--- config.mk ---
export PLATFORM = sky130hd
export DESIGN_NAME = multi_channel_alarm_timer
export DESIGN_NICKNAME = d
export VERILOG_FILES = /design/src/sv/mcat_pkg.sv /design/src/sv/multi_channel_alarm_timer.sv /design/src/sv/mcat_ctrl.sv /design/src/sv/mcat_dpath.sv
export SDC_FILE = /design/constraint.sdc
export NUM_CORES = 2
export LEC_CHECK = 0
export BUFFER_PORTS_ARGS = -buffer_cell sky130_fd_sc_hd__clkbuf_2
export CORE_ASPECT_RATIO = 0.8
export CORE_MARGIN = 1
export CORE_UTILIZATION = 40
export DETAILED_ROUTE_END_ITERATION = 12
export GPL_ROUTABILITY_DRIVEN = 0
export GPL_TIMING_DRIVEN = 0
export PLACE_DENSITY = 0.6
export SETUP_SLACK_MARGIN = 0.1
export SYNTH_ARGS = -nofsm -noshare
export SYNTH_HDL_FRONTEND = slang
export SYNTH_SLANG_ARGS = --single-unit
export TNS_END_PERCENT = 100
--- constraint.sdc ---
create_clock -name clk -period 9 [get_ports clk]
set_clock_uncertainty 0.1 [all_clocks]
set_input_delay 0.45 -clock clk [delete_from_list [all_inputs] [get_ports clk]]
set_output_delay 0.45 -clock clk [all_outputs]
set_load 0.02 [all_outputs]
--- src/sv/mcat_pkg.sv ---
// Shared types and constants for the multi-channel alarm timer.
package mcat_pkg;

  // Item kinds on the mode input
  localparam logic MODE_TICK = 1'b0;
  localparam logic MODE_SET  = 1'b1;

  // Lamp action codes; every other code turns the lamp off
  localparam logic [1:0] ACT_ON     = 2'd1;
  localparam logic [1:0] ACT_TOGGLE = 2'd2;

  // Kind of a firing
  localparam logic KIND_ONESHOT = 1'b0;
  localparam logic KIND_DAILY   = 1'b1;

  // Deadline scale: seconds per delay unit
  localparam int unsigned DELAY_SCALE = 10;

  // Minute tracker value meaning no minute seen yet
  localparam logic [6:0] NO_MINUTE = 7'd127;

  // Constant division: floor(2^32 / D), quotient estimate is low by at most one
  localparam int unsigned RECIP_W = 28;
  localparam int unsigned PROD_W  = 32 + RECIP_W;
  localparam logic [RECIP_W-1:0] RECIP_60 = 28'd71582788;
  localparam logic [RECIP_W-1:0] RECIP_24 = 28'd178956970;
  localparam logic [6:0] SEC_PER_MIN   = 7'd60;
  localparam logic [6:0] MIN_PER_HOUR  = 7'd60;
  localparam logic [6:0] HOURS_PER_DAY = 7'd24;

  // Division rounds: seconds to minutes, minutes to hours, hours to hour of day
  typedef enum logic [1:0] {
    DIV_SEC,
    DIV_MIN,
    DIV_HOUR
  } div_round_t;

  // Commands from the controller to the datapath
  typedef struct packed {
    logic       accept;     // latch the input item
    logic       load;       // write the latched set item into the table
    logic       div_mul;    // multiply by the reciprocal
    logic       div_fix;    // correct quotient and remainder
    div_round_t round;      // current division round
    logic       idx_clr;    // restart the channel scan
    logic       rd;         // read the table at the scan index
    logic       eval;       // evaluate the entry read last cycle
    logic       eval_kind;  // one-shot or daily test
    logic       seen_upd;   // record the current minute
    logic       flush;      // send the held result as the final one
  } mcat_cmd_t;

  // Status from the datapath to the controller
  typedef struct packed {
    logic idx_last;    // scan index is at the last channel
    logic minute_new;  // minute of uptime differs from the last one seen
  } mcat_status_t;

endpackage

--- src/sv/multi_channel_alarm_timer.sv ---
// Top level of the multi-channel alarm timer: controller plus datapath.
//
// Usage: raise start with an item on the input ports; it is taken at a clock
// edge where busy is low. mode selects a set item (write one channel) or a
// tick item (check all channels against uptime).
// A set item keeps busy high for one cycle while the channel record is written;
// it gives no result.
// A tick splits uptime into minute and hour of day with a reciprocal multiply
// unit (a multiply state and a correction state per division round), scans
// the channel table once for one-shot deadlines (one table read per cycle),
// scans it again for daily alarms when a new minute has begun, then drains its
// last result; the table read port sets the scan length.
// Each firing appears for one cycle with valid high; last marks the final one
// of the tick. A quiet tick gives no result. The receiver cannot stall: every
// result is taken in the cycle it is shown.
// Reset disables all channels, turns the lamp off and forgets the last minute.
module multi_channel_alarm_timer
  import mcat_pkg::*;
#(
  parameter int CHANNELS = 8
) (
  input  logic        clk,
  input  logic        rst,
  input  logic        start,
  output logic        busy,
  input  logic        mode,
  input  logic [31:0] uptime,
  input  logic [2:0]  channel,
  input  logic        enable,
  input  logic [1:0]  action,
  input  logic [15:0] delay,
  input  logic [4:0]  alarm_hour,
  input  logic [5:0]  alarm_minute,
  output logic        valid,
  output logic [2:0]  fired_channel,
  output logic        fired_kind,
  output logic        lamp_on,
  output logic        last
);

  mcat_cmd_t    cmd;
  mcat_status_t status;
  logic         start_ok;

  // Only offer a transfer to the controller while idle
  assign start_ok = start && !busy;

  mcat_ctrl u_ctrl (
    .clk    (clk),
    .rst    (rst),
    .start  (start_ok),
    .mode   (mode),
    .status (status),
    .cmd    (cmd),
    .busy   (busy)
  );

  mcat_dpath #(
    .CHANNELS (CHANNELS)
  ) u_dpath (
    .clk           (clk),
    .rst           (rst),
    .cmd           (cmd),
    .status        (status),
    .uptime        (uptime),
    .channel       (channel),
    .enable        (enable),
    .action        (action),
    .delay         (delay),
    .alarm_hour    (alarm_hour),
    .alarm_minute  (alarm_minute),
    .valid         (valid),
    .fired_channel (fired_channel),
    .fired_kind    (fired_kind),
    .lamp_on       (lamp_on),
    .last          (last)
  );

endmodule

--- src/sv/mcat_ctrl.sv ---
// Controller state machine for the multi-channel alarm timer.
module mcat_ctrl
  import mcat_pkg::*;
(
  input  logic         clk,
  input  logic         rst,
  input  logic         start,
  input  logic         mode,
  input  mcat_status_t status,
  output mcat_cmd_t    cmd,
  output logic         busy
);

  typedef enum logic [2:0] {
    IDLE,
    LOAD,
    DIV_MUL,
    DIV_FIX,
    SCAN_ONE,
    SCAN_DAY,
    FLUSH
  } state_t;

  state_t     state, state_next;
  div_round_t round, round_next;
  logic       rd_active, rd_active_next;
  logic       eval_pend, eval_pend_next;

  // Decode commands and next state
  always_comb begin
    cmd            = '0;
    cmd.round      = round;
    state_next     = state;
    round_next     = round;
    rd_active_next = rd_active;
    eval_pend_next = eval_pend;
    unique case (state)
      IDLE: begin
        if (start) begin
          cmd.accept = 1'b1;
          round_next = DIV_SEC;
          state_next = (mode == MODE_SET) ? LOAD : DIV_MUL;
        end
      end
      LOAD: begin
        cmd.load   = 1'b1;
        state_next = IDLE;
      end
      DIV_MUL: begin
        cmd.div_mul = 1'b1;
        state_next  = DIV_FIX;
      end
      DIV_FIX: begin
        cmd.div_fix = 1'b1;
        unique case (round)
          DIV_SEC: begin
            round_next = DIV_MIN;
            state_next = DIV_MUL;
          end
          DIV_MIN: begin
            round_next = DIV_HOUR;
            state_next = DIV_MUL;
          end
          default: begin
            cmd.idx_clr    = 1'b1;
            rd_active_next = 1'b1;
            eval_pend_next = 1'b0;
            state_next     = SCAN_ONE;
          end
        endcase
      end
      SCAN_ONE, SCAN_DAY: begin
        cmd.rd         = rd_active;
        cmd.eval       = eval_pend;
        cmd.eval_kind  = (state == SCAN_DAY) ? KIND_DAILY : KIND_ONESHOT;
        rd_active_next = rd_active && !status.idx_last;
        eval_pend_next = rd_active;
        if (!rd_active && eval_pend) begin
          if (state == SCAN_ONE && status.minute_new) begin
            cmd.seen_upd   = 1'b1;
            cmd.idx_clr    = 1'b1;
            rd_active_next = 1'b1;
            eval_pend_next = 1'b0;
            state_next     = SCAN_DAY;
          end else begin
            state_next = FLUSH;
          end
        end
      end
      FLUSH: begin
        cmd.flush  = 1'b1;
        state_next = IDLE;
      end
      default: begin
        state_next = IDLE;
      end
    endcase
  end

  // Hold state and the busy flag
  always_ff @(posedge clk) begin
    if (rst) begin
      state     <= IDLE;
      round     <= DIV_SEC;
      rd_active <= 1'b0;
      eval_pend <= 1'b0;
      busy      <= 1'b0;
    end else begin
      state     <= state_next;
      round     <= round_next;
      rd_active <= rd_active_next;
      eval_pend <= eval_pend_next;
      busy      <= (state_next != IDLE);
    end
  end

endmodule

--- src/sv/mcat_dpath.sv ---
// Datapath for the multi-channel alarm timer: channel table, clock split, scan and results.
module mcat_dpath
  import mcat_pkg::*;
#(
  parameter int CHANNELS = 8
) (
  input  logic         clk,
  input  logic         rst,
  input  mcat_cmd_t    cmd,
  output mcat_status_t status,
  input  logic [31:0]  uptime,
  input  logic [2:0]   channel,
  input  logic         enable,
  input  logic [1:0]   action,
  input  logic [15:0]  delay,
  input  logic [4:0]   alarm_hour,
  input  logic [5:0]   alarm_minute,
  output logic         valid,
  output logic [2:0]   fired_channel,
  output logic         fired_kind,
  output logic         lamp_on,
  output logic         last
);

  localparam int IDX_W = (CHANNELS > 1) ? $clog2(CHANNELS) : 1;

  typedef struct packed {
    logic [1:0]  action;
    logic        daily;
    logic [4:0]  hour;
    logic [5:0]  minute;
    logic [31:0] deadline;
  } chan_rec_t;

  // Latched input item
  logic [31:0] up_reg;
  logic [2:0]  set_ch;
  logic        set_en;
  logic [1:0]  set_act;
  logic        set_daily;
  logic [4:0]  set_hour;
  logic [5:0]  set_min;
  logic [19:0] set_dly10;

  // Channel table
  chan_rec_t           mem [CHANNELS];
  logic [CHANNELS-1:0] chan_en;
  logic                set_in_range;
  logic [IDX_W-1:0]    set_idx;

  // Clock split
  logic [31:0]         div_x;
  logic [PROD_W-1:0]   div_prod;
  logic [RECIP_W-1:0]  div_recip;
  logic [6:0]          div_d;
  logic [RECIP_W-1:0]  q_est;
  logic [31:0]         r_est;
  logic                r_over;
  logic [31:0]         q_fix;
  logic [6:0]          r_fix;
  logic [5:0]          cur_min;
  logic [4:0]          cur_hour;
  logic [6:0]          seen_minute;

  // Scan
  logic [IDX_W-1:0] rd_idx;
  logic [IDX_W-1:0] ev_idx;
  chan_rec_t        rd_rec;
  logic             hit;
  logic             lamp_state;
  logic             lamp_new;

  // Held result waiting to learn whether it is the final one
  logic             pend_valid;
  logic [2:0]       pend_ch;
  logic             pend_kind;
  logic             pend_lamp;

  assign set_in_range = (7'(set_ch) < 7'(CHANNELS));
  assign set_idx      = IDX_W'(set_ch);

  // Latch the item on transfer
  always_ff @(posedge clk) begin
    if (cmd.accept) begin
      up_reg    <= uptime;
      set_ch    <= channel;
      set_en    <= enable;
      set_act   <= action;
      set_daily <= (delay == 16'd0);
      set_hour  <= alarm_hour;
      set_min   <= alarm_minute;
      set_dly10 <= 20'(delay) * 20'(DELAY_SCALE);
    end
  end

  // Write the channel record
  always_ff @(posedge clk) begin
    if (cmd.load && set_in_range) begin
      mem[set_idx] <= '{action:   set_act,
                        daily:    set_daily,
                        hour:     set_hour,
                        minute:   set_min,
                        deadline: up_reg + 32'(set_dly10)};
    end
  end

  // Read the channel record for the scan
  always_ff @(posedge clk) begin
    if (cmd.rd) begin
      rd_rec <= mem[rd_idx];
      ev_idx <= rd_idx;
    end
  end

  // Advance the scan index
  always_ff @(posedge clk) begin
    if (rst) begin
      rd_idx <= '0;
    end else if (cmd.idx_clr) begin
      rd_idx <= '0;
    end else if (cmd.rd) begin
      rd_idx <= rd_idx + IDX_W'(1);
    end
  end

  assign status.idx_last   = (rd_idx == IDX_W'(CHANNELS - 1));
  assign status.minute_new = ({1'b0, cur_min} != seen_minute);

  // Select the divisor for this round
  always_comb begin
    unique case (cmd.round)
      DIV_SEC: begin
        div_recip = RECIP_60;
        div_d     = SEC_PER_MIN;
      end
      DIV_MIN: begin
        div_recip = RECIP_60;
        div_d     = MIN_PER_HOUR;
      end
      default: begin
        div_recip = RECIP_24;
        div_d     = HOURS_PER_DAY;
      end
    endcase
  end

  // Correct the quotient estimate by at most one
  assign q_est  = div_prod[PROD_W-1:32];
  assign r_est  = div_x - 32'(q_est) * 32'(div_d);
  assign r_over = (r_est >= 32'(div_d));
  assign q_fix  = 32'(q_est) + 32'(r_over);
  assign r_fix  = r_over ? (r_est[6:0] - div_d) : r_est[6:0];

  // Split uptime into minute and hour of day
  always_ff @(posedge clk) begin
    if (cmd.accept) begin
      div_x <= uptime;
    end else if (cmd.div_fix) begin
      div_x <= q_fix;
    end
    if (cmd.div_mul) begin
      div_prod <= PROD_W'(div_x) * PROD_W'(div_recip);
    end
    if (cmd.div_fix) begin
      unique case (cmd.round)
        DIV_SEC:  ;
        DIV_MIN:  cur_min  <= r_fix[5:0];
        default:  cur_hour <= r_fix[4:0];
      endcase
    end
  end

  // Test the entry read last cycle and work out its lamp action
  always_comb begin
    if (cmd.eval_kind == KIND_ONESHOT) begin
      hit = chan_en[ev_idx] && !rd_rec.daily && (up_reg >= rd_rec.deadline);
    end else begin
      hit = chan_en[ev_idx] && rd_rec.daily && (rd_rec.hour == cur_hour) &&
            (rd_rec.minute == cur_min);
    end
    priority if (rd_rec.action == ACT_ON) begin
      lamp_new = 1'b1;
    end else if (rd_rec.action == ACT_TOGGLE) begin
      lamp_new = !lamp_state;
    end else begin
      lamp_new = 1'b0;
    end
  end

  // Hold enables, lamp, minute tracker and the held result, and drive the outputs
  always_ff @(posedge clk) begin
    if (rst) begin
      chan_en     <= '0;
      lamp_state  <= 1'b0;
      seen_minute <= NO_MINUTE;
      pend_valid  <= 1'b0;
      valid       <= 1'b0;
    end else begin
      valid <= pend_valid && ((cmd.eval && hit) || cmd.flush);
      if (cmd.load && set_in_range) begin
        chan_en[set_idx] <= set_en;
      end
      if (cmd.seen_upd) begin
        seen_minute <= {1'b0, cur_min};
      end
      if (cmd.eval && hit) begin
        lamp_state <= lamp_new;
        if (cmd.eval_kind == KIND_ONESHOT) begin
          chan_en[ev_idx] <= 1'b0;
        end
        // Send the previous firing, then hold this one
        if (pend_valid) begin
          fired_channel <= pend_ch;
          fired_kind    <= pend_kind;
          lamp_on       <= pend_lamp;
          last          <= 1'b0;
        end
        pend_valid <= 1'b1;
        pend_ch    <= 3'(ev_idx);
        pend_kind  <= cmd.eval_kind;
        pend_lamp  <= lamp_new;
      end
      if (cmd.flush && pend_valid) begin
        fired_channel <= pend_ch;
        fired_kind    <= pend_kind;
        lamp_on       <= pend_lamp;
        last          <= 1'b1;
        pend_valid    <= 1'b0;
      end
    end
  end

endmodule
==> impl_metrics.py <==
metrics = {
    "cells_and_area": {
        "final_common_cell": "inv_1",
        "drive_above_1_share_pct": 9.44,
        "final_cell_mix": "876 x inv_1, 568 x edfxtp_1, 546 x fa_1",
        "largestRegisters": "u_dpath.mem (368), u_dpath.rd_rec (46)",
        "fillers": 10500,
        "synthToLayoutAreaGrowth_pct": 12.0,
        "regMostFlops": "u_dpath.mem",
        "largest_register_ff_count": 368,
        "nets": 5166,
        "fin_util_pct": 45.5,
        "n_antenna_cell": 0,
    },
    "place": {
        "io_buffer_count": 75,
        "dp.final_hpwl_um": 100000,
    },
    "min_path": {
        "hp-class": "input pin to flop",
        "hold_depth": 1,
    },
    "cts": {
        "clkSlewWorstSetupHoldPaths_ps": 70,
        "cts_sinks": 597,
        "cts_tree": "yes",
        "clock_latency_ps": 620,
        "cts_root_buf": "clkbuf_16",
        "cts_inserted_buffers": 53,
        "htreeDepth": 2,
        "cts_max_path_buffers": 3,
    },
    "sta": {
        "worst_slew_pin_slew_ps": 1270,
        "rsz0062_at_grt": "false",
        "timing.final.crit_share_pct": 96.6,
        "drv_slew": 0,
        "final-hold-violation-count": 0,
        "clock.fmax_ghz": 0.115,
        "slew_headroom_pct": 15.0,
        "finalSetupViolCount": 0,
        "fin_crit_ps": 8700,
    },
    "routing": {
        "routed_wirelength_um": 121000,
        "vias": 28800,
        "drc": 0,
        "ant_nets": 0,
        "firstDrtPassIters": 7,
        "via_per_inst": 5.05,
        "wl_per_cell_um": 21.2,
        "drt-initial-drc-count": 2313,
    },
    "worst_setup_path": {
        "reg2reg_from": "u_ctrl.round[1]",
        "worstPathBufferInverterCount": 7,
        "rr_endpoint": "u_dpath.div_prod[57]",
        "worstPathMaxFanout": 10,
        "cpMaxStageDelayCell": "fa_1",
        "required_ps": 9230,
        "rrSetupSlack_ps": 300,
        "critPathCapture": "u_dpath.div_prod[57]",
        "max_stage_delay_ps": 550,
        "crit_path_start_kind": "flop",
        "worstSetupEndpointType": "flop",
        "criticalPathCategory": "flop to flop",
        "arrival_ps": 8930,
        "r2r_cells": 27,
        "crit_path_start": "u_ctrl.round[1]",
        "path_common_cell": "fa_1",
        "cp_top_family": "adder cells",
        "cp.depth": 27,
    },
    "global_routing": {
        "grtUsageMet3_pct": 3.81,
        "grt_pass1_vias": 29300,
        "grt_max_degree": 37,
        "top_usage_layer": "met1",
        "use_met2_pct": 30.5,
        "antenna_found_initial": 3,
        "grt_pass1_wl_um": 182000,
        "grt_usage_pct": 20.7,
        "grt.overflow.total": 0,
        "met1_usage_pct": 32.1,
    },
    "logic_synthesis": {
        "synth_top_flop_cell": "edfxtp_1",
        "avgSynthCellArea_um2": 12.3,
        "synth_cell_types": 86,
        "yosys_register_bits": 597,
        "synth_edf_count": 568,
        "yosys_warnings": 0,
        "synth.cell_area_um2": 46800,
        "async_flop_share_pct": 0,
        "syn_inst": 3807,
        "ys_seq_area_share_pct": 37.7,
    },
    "floorplan": {
        "io_pins": 77,
        "coreArea_um2": 115000,
        "dieArea_um2": 118000,
        "start_util_pct": 40.6,
        "rows": 111,
        "die_width_um": 385,
        "die_y_um": 308,
    },
    "job": {
        "maxCapViolCount": 0,
    },
    "outcome": {
        "status": "complete, no violations",
    },
}
==> synth_stat cells, types with 30 or more instances <==
library cell | count | area share, %
nor2_1 | 108 | 0.87
o21ai_0 | 81 | 0.87
xor2_1 | 30 | 0.56
a21oi_1 | 99 | 1.1
nand3_1 | 46 | 0.49
inv_1 | 877 | 7.0
ha_1 | 420 | 11
mux4_2 | 92 | 4.4
xnor2_1 | 105 | 2.0
mux2_2 | 46 | 1.1
edfxtp_1 | 568 | 36
a21o_1 | 49 | 0.79
clkbuf_1 | 74 | 0.59
nand2_1 | 258 | 2.1
fa_1 | 546 | 23
==> stage by stage <==
step	setup TNS (ps)	hold slack (ps)	area, um2	setup WS [ps]	cells
after floorplan	0	300	47300	1790	3935
after global placement	-35570	308	49600	-897	5535
after detailed placement	-12140	308	50100	-982	5566
after CTS	0	7.08	52400	59.1	5694
after global routing	0	0.613	52400	116	5698
final	0	24.9	52400	302	5698
==> layout make-up <==
class	instances	area [um2]	share of cell area, %
Multi-Input combinational cell	2360	26100	49.8
Tap cell	1525	1910	3.64
Timing Repair Buffer	142	1200	2.30
Clock buffer	63	1430	2.72
Clock inverter	34	438	0.835
Sequential cell	597	17600	33.6
Inverter	879	3300	6.30
Buffer	98	429	0.818
==> per-layer routing <==
metal / wire [um] / up-vias
met5: 0 / -
met4: 1930 / 0
met3: 9040 / 110
met2: 51800 / 909
met1: 58000 / 14600
li1: - / 13200
==> cell families (layout without fill, tap and decap cells) <==
| logic type | after synthesis | count (layout) | share of synthesized area, % |
|---|---|---|---|
| buffers and inverters | 978 | 1216 | 7.92 |
| AO/OA/AOI/OAI | 374 | 374 | 5.32 |
| adder cells (fa/ha/maj) | 966 | 966 | 34.6 |
| other | 2 | 130 | 0.0160 |
| XOR/XNOR | 135 | 135 | 2.53 |
| flip-flops | 597 | 597 | 37.7 |
| multiplexers | 157 | 157 | 5.96 |
| AND/OR/NAND/NOR | 598 | 598 | 6.03 |
==> what timing repair did <==
action	4_1_cts	5_1_grt
hold buffers	31	0
setup buffers	0	5
setup endpoints to repair	30	25
pin swaps	0	3
hold endpoints to repair	31	0
gates resized for setup	15	26
==> worst min-delay path by stage <==
stage / start / to / slack (ps)
finish: uptime[13] / u_dpath.up_reg[13] / 20
global route: uptime[24] / u_dpath.up_reg[24] / 0.6
CTS: uptime[3] / u_dpath.up_reg[3] / 7
detailed placement: u_dpath.pend_ch[0] / u_dpath.fired_channel[0] / 310
global placement: u_dpath.pend_ch[0] / u_dpath.fired_channel[0] / 310
floorplan: u_dpath.pend_ch[0] / u_dpath.fired_channel[0] / 300
Power is not shown: default switching activity piles up to over one toggle a cycle in this logic, so the estimate is an artifact.
